### config.mk
export PLATFORM = sky130hd
export DESIGN_NAME = window_stack_pointer_drag_unit_flat
export DESIGN_NICKNAME = d
export VERILOG_FILES = /design/src/wspd_pkg.sv /design/src/wspd_if.sv /design/src/window_stack_pointer_drag_unit.sv /design/src/wspd_hit.sv /design/src/flat_wrapper.sv
export SDC_FILE = /design/constraint.sdc
export NUM_CORES = 2
export LEC_CHECK = 0
export BUFFER_PORTS_ARGS = -buffer_cell sky130_fd_sc_hd__buf_2
export CAP_MARGIN = 20
export CORE_MARGIN = 3
export CORE_UTILIZATION = 50
export CTS_CLUSTER_DIAMETER = 120
export DETAILED_ROUTE_END_ITERATION = 12
export PLACE_DENSITY = 0.74
export SETUP_SLACK_MARGIN = 0.2
export SLEW_MARGIN = 5
export SYNTH_ARGS = -nofsm -noshare
export SYNTH_HDL_FRONTEND = slang
export SYNTH_SLANG_ARGS = --single-unit
export TNS_END_PERCENT = 1
### constraint.sdc
create_clock -name clk -period 13.8 [get_ports clk]
set_input_delay 0 -clock clk [delete_from_list [all_inputs] [get_ports clk]]
set_output_delay 0 -clock clk [all_outputs]
set_load 0.1 [all_outputs]
### src/wspd_pkg.sv
// ============================================================================
// wspd_pkg
// Shared types and constants for the window stack, pointer and drag unit.
// ============================================================================
package wspd_pkg;

  // Table geometry
  localparam int MAX_WINDOWS = 16;
  localparam int IDX_W       = $clog2(MAX_WINDOWS);
  localparam int CNT_W       = $clog2(MAX_WINDOWS + 1);

  // Screen limits and reset values
  localparam logic [12:0] SCREEN_CAP      = 13'd4096;
  localparam logic [12:0] RST_SCREEN_W    = 13'd1024;
  localparam logic [12:0] RST_SCREEN_H    = 13'd768;
  localparam logic [11:0] RST_CURSOR_COL  = 12'd512;
  localparam logic [11:0] RST_CURSOR_ROW  = 12'd384;

  // Configuration register indexes
  localparam logic REG_SCREEN_WIDTH  = 1'b0;
  localparam logic REG_SCREEN_HEIGHT = 1'b1;

  // Item kinds
  localparam logic [1:0] KIND_CREATE = 2'd0;
  localparam logic [1:0] KIND_REMOVE = 2'd1;
  localparam logic [1:0] KIND_MOUSE  = 2'd2;

  // Result status codes
  localparam logic [1:0] STAT_OK        = 2'd0;
  localparam logic [1:0] STAT_FULL      = 2'd1;
  localparam logic [1:0] STAT_BAD_INDEX = 2'd2;

  // One window rectangle as held in the table
  typedef struct packed {
    logic signed [12:0] x;
    logic signed [12:0] y;
    logic [11:0]        w;
    logic [11:0]        h;
  } win_entry_t;

  // Latched input transaction
  typedef struct packed {
    logic [1:0]         kind;
    logic signed [12:0] pos_x;
    logic signed [12:0] pos_y;
    logic [11:0]        size_w;
    logic [11:0]        size_h;
    logic [3:0]         remove_index;
    logic signed [8:0]  delta_x;
    logic signed [8:0]  delta_y;
    logic               left_button;
  } item_t;

  // Sequencer states
  typedef enum logic [3:0] {
    ST_IDLE,
    ST_DECODE,
    ST_REM_CAP,
    ST_SHIFT_START,
    ST_SHIFT,
    ST_SHIFT_DONE,
    ST_HIT,
    ST_DRAG_CHK,
    ST_DRAG_WR,
    ST_FINISH
  } state_t;

endpackage

### src/wspd_if.sv
// ============================================================================
// wspd_if
// Valid/ready channels for input items and result items.
// ============================================================================
interface wspd_req_if;
  logic               valid;
  logic               ready;
  logic [1:0]         kind;
  logic signed [12:0] pos_x;
  logic signed [12:0] pos_y;
  logic [11:0]        size_w;
  logic [11:0]        size_h;
  logic [3:0]         remove_index;
  logic signed [8:0]  delta_x;
  logic signed [8:0]  delta_y;
  logic               left_button;

  modport source (
    output valid, kind, pos_x, pos_y, size_w, size_h, remove_index,
           delta_x, delta_y, left_button,
    input  ready
  );
  modport sink (
    input  valid, kind, pos_x, pos_y, size_w, size_h, remove_index,
           delta_x, delta_y, left_button,
    output ready
  );
endinterface

interface wspd_rsp_if;
  logic               valid;
  logic               ready;
  logic [1:0]         status;
  logic [3:0]         slot;
  logic [4:0]         window_count;
  logic [11:0]        cursor_x;
  logic [11:0]        cursor_y;
  logic               drag_active;
  logic signed [12:0] window_x;
  logic signed [12:0] window_y;

  modport source (
    output valid, status, slot, window_count, cursor_x, cursor_y,
           drag_active, window_x, window_y,
    input  ready
  );
  modport sink (
    input  valid, status, slot, window_count, cursor_x, cursor_y,
           drag_active, window_x, window_y,
    output ready
  );
endinterface

### src/window_stack_pointer_drag_unit.sv
// ============================================================================
// window_stack_pointer_drag_unit
// Z-ordered window table with a clamped cursor and drag selection.
// ============================================================================
// The block handles one transaction at a time; the input is not ready from
// acceptance until the result is loaded into the output register. All table
// work goes through one 16-entry memory with one write and one registered
// read port, walked by a small sequencer one entry per cycle. A remove shifts
// every window above the removed slot down by one. A mouse event with a press
// edge tests windows from the top down; a hit shifts the windows above the hit
// one down and writes it on top. The output register lets the block take the
// next transaction while a result waits.
// Configuration writes take effect at once.
// ============================================================================
module window_stack_pointer_drag_unit
  import wspd_pkg::*;
(
  input  logic              clk,
  input  logic              rst,
  input  logic              cfg_we,
  input  logic              cfg_index,
  input  logic [12:0]       cfg_data,
  wspd_req_if.sink          req,
  wspd_rsp_if.source        rsp
);

  // Control state
  state_t             state;
  state_t             state_next;
  logic [CNT_W-1:0]   count;
  logic [11:0]        cursor_col;
  logic [11:0]        cursor_row;
  logic               button_was_down;
  logic               sel_valid;
  logic [IDX_W-1:0]   sel_idx;
  logic [12:0]        screen_w;
  logic [12:0]        screen_h;
  logic               out_valid;

  // Payload registers
  item_t              item;
  logic [IDX_W-1:0]   ptr;
  win_entry_t         hold;
  logic [1:0]         res_status;
  logic [IDX_W-1:0]   res_slot;
  logic signed [12:0] res_x;
  logic signed [12:0] res_y;
  logic [1:0]         out_status;
  logic [IDX_W-1:0]   out_slot;
  logic [CNT_W-1:0]   out_count;
  logic [11:0]        out_col;
  logic [11:0]        out_row;
  logic               out_drag;
  logic signed [12:0] out_x;
  logic signed [12:0] out_y;

  // Window table
  win_entry_t         mem [MAX_WINDOWS];
  win_entry_t         rd_data;
  logic [IDX_W-1:0]   rd_addr;
  logic               wr_en;
  logic [IDX_W-1:0]   wr_addr;
  win_entry_t         wr_data;

  // Derived signals
  logic               accept;
  logic               out_free;
  logic               table_full;
  logic               bad_index;
  logic               press_walk;
  logic               hit;
  logic [IDX_W-1:0]   top_idx;
  logic [CNT_W:0]     ptr_ext;
  logic               start_more;
  logic               shift_more;
  logic               drag_ok;
  logic [12:0]        lim_w;
  logic [12:0]        lim_h;
  logic signed [13:0] dx_ext;
  logic signed [13:0] dy_ext;
  logic signed [13:0] col_sum;
  logic signed [13:0] row_sum;
  logic [11:0]        col_next;
  logic [11:0]        row_next;
  logic signed [12:0] drag_x;
  logic signed [12:0] drag_y;
  logic               sel_valid_rm;
  logic [IDX_W-1:0]   sel_idx_rm;

  // Saturate a 14-bit signed sum to the 13-bit signed range
  function automatic logic signed [12:0] sat13(input logic signed [13:0] v);
    logic signed [12:0] r;
    if (v[13] && !v[12]) begin
      r = 13'sh1000;
    end else if (!v[13] && v[12]) begin
      r = 13'sh0FFF;
    end else begin
      r = v[12:0];
    end
    return r;
  endfunction

  wspd_hit u_hit (
    .entry (rd_data),
    .col   (cursor_col),
    .row   (cursor_row),
    .hit   (hit)
  );

  // Handshake and decode helpers
  assign req.ready  = (state == ST_IDLE);
  assign accept     = req.valid && req.ready;
  assign out_free   = !out_valid || rsp.ready;
  assign table_full = (count >= CNT_W'(MAX_WINDOWS));
  assign bad_index  = (CNT_W'(item.remove_index) >= count);
  assign press_walk = item.left_button && !button_was_down && (count != '0);
  assign top_idx    = IDX_W'(count - CNT_W'(1));
  assign ptr_ext    = (CNT_W + 1)'(ptr);
  assign start_more = (ptr_ext + (CNT_W + 1)'(1)) < (CNT_W + 1)'(count);
  assign shift_more = (ptr_ext + (CNT_W + 1)'(2)) < (CNT_W + 1)'(count);
  assign drag_ok    = sel_valid && (CNT_W'(sel_idx) < count);

  // Cursor move: each axis moves only if it lands on screen
  always_comb begin
    lim_w    = (screen_w > SCREEN_CAP) ? SCREEN_CAP : screen_w;
    lim_h    = (screen_h > SCREEN_CAP) ? SCREEN_CAP : screen_h;
    dx_ext   = $signed({{5{item.delta_x[8]}}, item.delta_x});
    dy_ext   = $signed({{5{item.delta_y[8]}}, item.delta_y});
    col_sum  = $signed({2'b00, cursor_col}) + dx_ext;
    row_sum  = $signed({2'b00, cursor_row}) - dy_ext;
    col_next = (!col_sum[13] && (col_sum[12:0] < lim_w)) ? col_sum[11:0] : cursor_col;
    row_next = (!row_sum[13] && (row_sum[12:0] < lim_h)) ? row_sum[11:0] : cursor_row;
  end

  // Dragged window position
  always_comb begin
    drag_x = sat13($signed({rd_data.x[12], rd_data.x}) + dx_ext);
    drag_y = sat13($signed({rd_data.y[12], rd_data.y}) - dy_ext);
  end

  // Selection after a remove
  always_comb begin
    sel_valid_rm = sel_valid;
    sel_idx_rm   = sel_idx;
    if (sel_valid) begin
      if (sel_idx == IDX_W'(item.remove_index)) begin
        sel_valid_rm = 1'b0;
      end else if (sel_idx > IDX_W'(item.remove_index)) begin
        sel_idx_rm = sel_idx - IDX_W'(1);
      end
    end
    if (!sel_valid_rm) begin
      sel_idx_rm = '0;
    end
  end

  // Next state
  always_comb begin
    state_next = state;
    unique case (state)
      ST_IDLE: begin
        if (accept) state_next = ST_DECODE;
      end
      ST_DECODE: begin
        case (item.kind)
          KIND_CREATE: state_next = ST_FINISH;
          KIND_REMOVE: state_next = bad_index ? ST_FINISH : ST_REM_CAP;
          KIND_MOUSE:  state_next = press_walk ? ST_HIT : ST_DRAG_CHK;
          default:     state_next = ST_FINISH;
        endcase
      end
      ST_REM_CAP:     state_next = ST_SHIFT_START;
      ST_SHIFT_START: state_next = start_more ? ST_SHIFT : ST_SHIFT_DONE;
      ST_SHIFT:       state_next = shift_more ? ST_SHIFT : ST_SHIFT_DONE;
      ST_SHIFT_DONE: begin
        state_next = (item.kind == KIND_REMOVE) ? ST_FINISH : ST_DRAG_CHK;
      end
      ST_HIT: begin
        if (hit) begin
          state_next = ST_SHIFT_START;
        end else if (ptr == '0) begin
          state_next = ST_DRAG_CHK;
        end
      end
      ST_DRAG_CHK: state_next = drag_ok ? ST_DRAG_WR : ST_FINISH;
      ST_DRAG_WR:  state_next = ST_FINISH;
      ST_FINISH: begin
        if (out_free) state_next = ST_IDLE;
      end
      default: state_next = ST_IDLE;
    endcase
  end

  // Memory port control
  always_comb begin
    rd_addr = ptr;
    wr_en   = 1'b0;
    wr_addr = ptr;
    wr_data = rd_data;
    unique case (state)
      ST_DECODE: begin
        if (item.kind == KIND_REMOVE) begin
          rd_addr = IDX_W'(item.remove_index);
        end else if (item.kind == KIND_MOUSE) begin
          rd_addr = top_idx;
        end else if (item.kind == KIND_CREATE && !table_full) begin
          wr_en     = 1'b1;
          wr_addr   = IDX_W'(count);
          wr_data.x = item.pos_x;
          wr_data.y = item.pos_y;
          wr_data.w = item.size_w;
          wr_data.h = item.size_h;
        end
      end
      ST_HIT:         rd_addr = ptr - IDX_W'(1);
      ST_SHIFT_START: rd_addr = ptr + IDX_W'(1);
      ST_SHIFT: begin
        rd_addr = ptr + IDX_W'(2);
        wr_en   = 1'b1;
        wr_addr = ptr;
        wr_data = rd_data;
      end
      ST_SHIFT_DONE: begin
        if (item.kind == KIND_MOUSE) begin
          wr_en   = 1'b1;
          wr_addr = top_idx;
          wr_data = hold;
        end
      end
      ST_DRAG_CHK: rd_addr = sel_idx;
      ST_DRAG_WR: begin
        wr_en     = 1'b1;
        wr_addr   = sel_idx;
        wr_data.x = drag_x;
        wr_data.y = drag_y;
        wr_data.w = rd_data.w;
        wr_data.h = rd_data.h;
      end
      default: begin
        rd_addr = ptr;
      end
    endcase
  end

  // Table memory with registered read
  always_ff @(posedge clk) begin
    if (wr_en) begin
      mem[wr_addr] <= wr_data;
    end
    rd_data <= mem[rd_addr];
  end

  // Control registers
  always_ff @(posedge clk) begin
    if (rst) begin
      state           <= ST_IDLE;
      count           <= '0;
      cursor_col      <= RST_CURSOR_COL;
      cursor_row      <= RST_CURSOR_ROW;
      button_was_down <= 1'b0;
      sel_valid       <= 1'b0;
      sel_idx         <= '0;
      screen_w        <= RST_SCREEN_W;
      screen_h        <= RST_SCREEN_H;
      out_valid       <= 1'b0;
    end else begin
      state <= state_next;

      // Take configuration writes
      if (cfg_we) begin
        unique case (cfg_index)
          REG_SCREEN_WIDTH:  screen_w <= cfg_data;
          REG_SCREEN_HEIGHT: screen_h <= cfg_data;
          default:           screen_w <= screen_w;
        endcase
      end

      // Drop the result once taken; load a new one at finish
      if (rsp.valid && rsp.ready) begin
        out_valid <= 1'b0;
      end
      if (state == ST_FINISH && out_free) begin
        out_valid <= 1'b1;
      end

      if (state == ST_DECODE) begin
        if (item.kind == KIND_CREATE && !table_full) begin
          count <= count + CNT_W'(1);
        end
        if (item.kind == KIND_MOUSE) begin
          cursor_col      <= col_next;
          cursor_row      <= row_next;
          button_was_down <= item.left_button;
          if (!item.left_button) begin
            sel_valid <= 1'b0;
            sel_idx   <= '0;
          end
        end
      end

      // Close a remove, or select the window just raised
      if (state == ST_SHIFT_DONE) begin
        if (item.kind == KIND_REMOVE) begin
          count     <= count - CNT_W'(1);
          sel_valid <= sel_valid_rm;
          sel_idx   <= sel_idx_rm;
        end else begin
          sel_valid <= 1'b1;
          sel_idx   <= top_idx;
        end
      end
    end
  end

  // Payload registers
  always_ff @(posedge clk) begin
    case (state)
      ST_IDLE: begin
        if (accept) begin
          item.kind         <= req.kind;
          item.pos_x        <= req.pos_x;
          item.pos_y        <= req.pos_y;
          item.size_w       <= req.size_w;
          item.size_h       <= req.size_h;
          item.remove_index <= req.remove_index;
          item.delta_x      <= req.delta_x;
          item.delta_y      <= req.delta_y;
          item.left_button  <= req.left_button;
        end
      end
      ST_DECODE: begin
        res_status <= STAT_OK;
        res_slot   <= '0;
        res_x      <= '0;
        res_y      <= '0;
        ptr        <= top_idx;
        if (item.kind == KIND_CREATE) begin
          if (table_full) begin
            res_status <= STAT_FULL;
          end else begin
            res_slot <= IDX_W'(count);
            res_x    <= item.pos_x;
            res_y    <= item.pos_y;
          end
        end else if (item.kind == KIND_REMOVE) begin
          res_slot <= IDX_W'(item.remove_index);
          if (bad_index) begin
            res_status <= STAT_BAD_INDEX;
          end
        end
      end
      ST_REM_CAP: begin
        res_x <= rd_data.x;
        res_y <= rd_data.y;
        ptr   <= IDX_W'(item.remove_index);
      end
      ST_SHIFT: begin
        if (shift_more) begin
          ptr <= ptr + IDX_W'(1);
        end
      end
      ST_HIT: begin
        if (hit) begin
          hold <= rd_data;
        end else begin
          ptr <= ptr - IDX_W'(1);
        end
      end
      ST_DRAG_WR: begin
        res_slot <= sel_idx;
        res_x    <= drag_x;
        res_y    <= drag_y;
      end
      ST_FINISH: begin
        if (out_free) begin
          out_status <= res_status;
          out_slot   <= res_slot;
          out_count  <= count;
          out_col    <= cursor_col;
          out_row    <= cursor_row;
          out_drag   <= sel_valid;
          out_x      <= res_x;
          out_y      <= res_y;
        end
      end
      default: begin
        ptr <= ptr;
      end
    endcase
  end

  // Drive the result channel
  assign rsp.valid        = out_valid;
  assign rsp.status       = out_status;
  assign rsp.slot         = out_slot;
  assign rsp.window_count = out_count;
  assign rsp.cursor_x     = out_col;
  assign rsp.cursor_y     = out_row;
  assign rsp.drag_active  = out_drag;
  assign rsp.window_x     = out_x;
  assign rsp.window_y     = out_y;

endmodule

### src/wspd_hit.sv
// ============================================================================
// wspd_hit
// Cursor-in-rectangle test with inclusive right and bottom edges.
// ============================================================================
module wspd_hit
  import wspd_pkg::*;
(
  input  win_entry_t  entry,
  input  logic [11:0] col,
  input  logic [11:0] row,
  output logic        hit
);

  logic signed [14:0] col_s;
  logic signed [14:0] row_s;
  logic signed [14:0] left;
  logic signed [14:0] top;
  logic signed [14:0] right;
  logic signed [14:0] bottom;

  // Widen everything to one signed width, then bound both axes
  always_comb begin
    col_s  = $signed({3'b000, col});
    row_s  = $signed({3'b000, row});
    left   = $signed({{2{entry.x[12]}}, entry.x});
    top    = $signed({{2{entry.y[12]}}, entry.y});
    right  = left + $signed({3'b000, entry.w});
    bottom = top + $signed({3'b000, entry.h});
    hit    = (col_s >= left) && (col_s <= right) &&
             (row_s >= top) && (row_s <= bottom);
  end

endmodule

### src/flat_wrapper.sv
// flat-port wrapper written by rule: the top's interface ports become plain ports
module window_stack_pointer_drag_unit_flat import wspd_pkg::*;
  (clk, rst, cfg_we, cfg_index, cfg_data, req_valid, req_kind, req_pos_x, req_pos_y, req_size_w, req_size_h, req_remove_index, req_delta_x, req_delta_y, req_left_button, req_ready, rsp_valid, rsp_status, rsp_slot, rsp_window_count, rsp_cursor_x, rsp_cursor_y, rsp_drag_active, rsp_window_x, rsp_window_y, rsp_ready);
  wspd_req_if req_i ();
  wspd_rsp_if rsp_i ();
  input  logic clk;
  input  logic rst;
  input  logic cfg_we;
  input  logic cfg_index;
  input  logic [12:0] cfg_data;
  input wire logic [$bits(req_i.valid)-1:0] req_valid;
  input wire logic [$bits(req_i.kind)-1:0] req_kind;
  input wire logic [$bits(req_i.pos_x)-1:0] req_pos_x;
  input wire logic [$bits(req_i.pos_y)-1:0] req_pos_y;
  input wire logic [$bits(req_i.size_w)-1:0] req_size_w;
  input wire logic [$bits(req_i.size_h)-1:0] req_size_h;
  input wire logic [$bits(req_i.remove_index)-1:0] req_remove_index;
  input wire logic [$bits(req_i.delta_x)-1:0] req_delta_x;
  input wire logic [$bits(req_i.delta_y)-1:0] req_delta_y;
  input wire logic [$bits(req_i.left_button)-1:0] req_left_button;
  output wire logic [$bits(req_i.ready)-1:0] req_ready;
  output wire logic [$bits(rsp_i.valid)-1:0] rsp_valid;
  output wire logic [$bits(rsp_i.status)-1:0] rsp_status;
  output wire logic [$bits(rsp_i.slot)-1:0] rsp_slot;
  output wire logic [$bits(rsp_i.window_count)-1:0] rsp_window_count;
  output wire logic [$bits(rsp_i.cursor_x)-1:0] rsp_cursor_x;
  output wire logic [$bits(rsp_i.cursor_y)-1:0] rsp_cursor_y;
  output wire logic [$bits(rsp_i.drag_active)-1:0] rsp_drag_active;
  output wire logic [$bits(rsp_i.window_x)-1:0] rsp_window_x;
  output wire logic [$bits(rsp_i.window_y)-1:0] rsp_window_y;
  input wire logic [$bits(rsp_i.ready)-1:0] rsp_ready;
  assign req_i.valid = req_valid;
  assign req_i.kind = req_kind;
  assign req_i.pos_x = req_pos_x;
  assign req_i.pos_y = req_pos_y;
  assign req_i.size_w = req_size_w;
  assign req_i.size_h = req_size_h;
  assign req_i.remove_index = req_remove_index;
  assign req_i.delta_x = req_delta_x;
  assign req_i.delta_y = req_delta_y;
  assign req_i.left_button = req_left_button;
  assign req_ready = req_i.ready;
  assign rsp_valid = rsp_i.valid;
  assign rsp_status = rsp_i.status;
  assign rsp_slot = rsp_i.slot;
  assign rsp_window_count = rsp_i.window_count;
  assign rsp_cursor_x = rsp_i.cursor_x;
  assign rsp_cursor_y = rsp_i.cursor_y;
  assign rsp_drag_active = rsp_i.drag_active;
  assign rsp_window_x = rsp_i.window_x;
  assign rsp_window_y = rsp_i.window_y;
  assign rsp_i.ready = rsp_ready;
  window_stack_pointer_drag_unit u_core (.clk(clk), .rst(rst), .cfg_we(cfg_we), .cfg_index(cfg_index), .cfg_data(cfg_data), .req(req_i), .rsp(rsp_i));
endmodule
==> metrics <==
status finished, final reports clean; FF-to-FF End u_core.mem[0][26]; Max-Cap Viols 0; hold path depth 2; largest net degree at the start of global routing 118; worst hold endpoint u_core.dx_ext[2]; layout cells sized above 1 0.181; clock slew at reported path FFs 0.06 ns; Area Overhead vs Synth 15.5%; Total Routing Usage GR 0.246; worst path cell trace nor2b_1, nor2_1, nor2_1, nand2_1, a221oi_1, nand2_1, nor2_4, buf_4; critical path class reg2reg; global placement routability congestion 0.959; antenna diode count 0; vias in the first global route 28,590; DR DRC count 0; Routed WL 124 mm; actual transition at the worst max-transition pin 1.35 ns; post-synthesis instance area 48,400 um^2; Peak Freq 0.189 GHz; die footprint 101,000 um^2; reg2reg setup slack 8.51 ns; CTS Sinks 1,139; Worst Path Arrival 5.60 ns; Net Count, Synth 3,283; Detailed Place HPWL 72.3 mm; clk_lat worst skew 0.69 ns; top post-synthesis cells by area edfxtp_1 (63%), mux4_2 (9.3%), dfxtp_1 (4.8%); I/O Pins 158; vias 28,885; CTS buffer count 110; CP Capture Type flip-flop; maximum vdd drop 0.000228 V; Static Leakage 19.6 nW; antenna violations before repair 1; Async SR Flop Fraction 0; Avg Cell Area, Syn 16.1 um^2; initial cell density of the core 0.507; Synth Flop Type edfxtp_1; nets@finish 3,619; min-delay worst type in2reg; Util after Layout 0.586; clk buf depth 3; Hold Violations, Final 0; number of synthesized flops with an enable pin 1,023; wire length per cell 26.3 um; Critical R2R Launch u_core.state[0]; Cell Rows 113; Worst Setup SP u_core.state[0]; number of port buffers 157; CTS resizes 0; synthesized flop and latch total 1,139; final worst-path cycle share 0.383; final slew viol count 0; Root Driver clkbuf_16; minimum clock period 5.29 ns; Syn Inst Count 3,003; CP startpoint kind flip-flop; R2R cell count 8; Critical Path Slowest Stage Cell dfxtp_1; top cell type's share of synthesized area 0.635; first drt pass iteration count 9; chip width 317 um; Cell Pwr Density 229 nW/um^2; critical path data required time 14.12 ns; Rel. slew slack 0.101; Yosys Warn Count 0; area leader, netlist edfxtp_1; Vias/cell 6.15; post-synthesis sequential area ratio 0.683; Critical Path Max Stage Delay 0.85 ns; Hold Startpoint req_delta_x[2]; DIE HEIGHT 317 um; CTS tree done; Setup TNS 0 ns; RSZ-0062 raised after global routing false; Final setup viols 0; skew final 0.0357 ns; Routed Antenna Nets 0; first-pass GRT wire length 183 mm; CTS HTree Levels 3; initial drt markers 3,764; Netlist cell types 74; GRT Residual Overflow 0; crit-path max FO 28; core area 95,400 um^2
[worst max path at each step]
stage                        endpoint  slack [ns]
floorplan              u_core.hold[0]        8.14
finish              u_core.mem[0][26]        8.51
global route        u_core.mem[0][26]        8.34
global placement    u_core.mem[0][25]        8.71
detailed placement  u_core.mem[0][26]        8.65
CTS                 u_core.mem[0][25]        8.60
[through the flow]
step	instance area (um^2)	std cells	power [mW]	setup slack (ns)	hold WS, ns
after CTS	55900	4695	12.8	8.60	0.00178
after global placement	50800	4344	9.67	8.71	0.177
after detailed placement	50800	4346	9.76	8.65	0.178
after global routing	55900	4697	13.4	8.34	0.0132
after floorplan	48400	3003	8.36	8.14	0.0989
final	55900	4697	12.8	8.51	0.0349
[power by group]
group	total (mW)	switching, mW	internal (mW)
Combinational	4.59	2.85	1.73
Clock	2.99	1.29	1.71
Sequential	5.22	0.388	4.83
[kinds of logic (layout without fill, tap and decap cells)]
kind of cell	after synthesis	in the layout	synth area share
flops	1139	1139	0.683
compound gates	580	580	0.0839
simple gates	563	563	0.0519
mux	236	236	0.101
buf+inv	233	662	0.0197
fa+ha+maj	186	186	0.0490
xor+xnor	66	66	0.0119
[Yosys cell counts, types with 10 or more instances]
master / n
inv_1: 106
mux2i_1: 34
nor2b_1: 22
o21ai_0: 91
nor2_1: 137
nand4_1: 18
a221o_1: 10
clkbuf_1: 65
nor3_1: 35
mux4_2: 200
a22oi_1: 124
o21a_1: 26
o211ai_1: 14
a21oi_1: 126
nand3_1: 25
dfxtp_1: 116
o21bai_1: 10
buf_4: 13
nand2b_1: 37
edfxtp_1: 1023
buf_1: 25
xor2_1: 27
xnor2_1: 39
a222oi_1: 39
ha_1: 180
a211oi_1: 15
nand2_1: 246
a21o_1: 25
buf_2: 22
[worst max-delay path: cells and delay by family (launching register included)]
family,cells,cell delay (ns)
flip-flops,1,0.85
AND/OR/NAND/NOR,6,2.73
buffers and inverters,1,0.57
AO/OA/AOI/OAI,1,0.74
[metal layers]
metal	part of all wire	up-vias	global-route usage
li1	-	12608	-
met1	0.39	14497	0.338
met4	0.039	2	0.0958
met2	0.47	1536	0.394
met3	0.095	242	0.0436
met5	0.00011	-	0
[sequential cells by signal, indices dropped and copies added, names as in the netlist, 12 cells and up]
name	cells
u_core.mem	800
u_core.item	57
u_core.hold	50
u_core.rd_data	50
u_core.res_x	13
u_core.res_y	13
u_core.rsp.window_x	13
u_core.rsp.window_y	13
u_core.screen_h	13
u_core.screen_w	13
u_core.cursor_col	12
u_core.cursor_row	12
u_core.rsp.cursor_x	12
u_core.rsp.cursor_y	12
[what timing repair did]
action | 4_1_cts | 5_1_grt
setup buffers | 0 | 0
hold buffers | 144 | 0
endpoints found under the hold margin | 135 | 0
[layout by cell type, fill, tap and decap left out, types with 34 or more instances in the layout]
cell,n
edfxtp_1,1023
a22oi_1,124
dfxtp_1,116
a21oi_1,126
nand2b_1,37
buf_2,157
dlygate4sd3_1,144
o21ai_0,90
nand2_1,246
mux2i_1,34
a222oi_1,39
nor2_1,114
xnor2_1,39
buf_4,45
inv_1,106
clkbuf_16,111
ha_1,180
mux4_2,200
[area by class of cell]
class / instances / area [um^2]
repair buffers: 350 / 2650
well taps: 1265 / 1580
fillers: 6889 / 39500
clock inverters: 61 / 648
clock buffers: 144 / 2960
flip-flops and latches: 1139 / 33000
inverters: 107 / 402
multi-input cells: 1631 / 14600
Power figures use the tool's default switching activity.
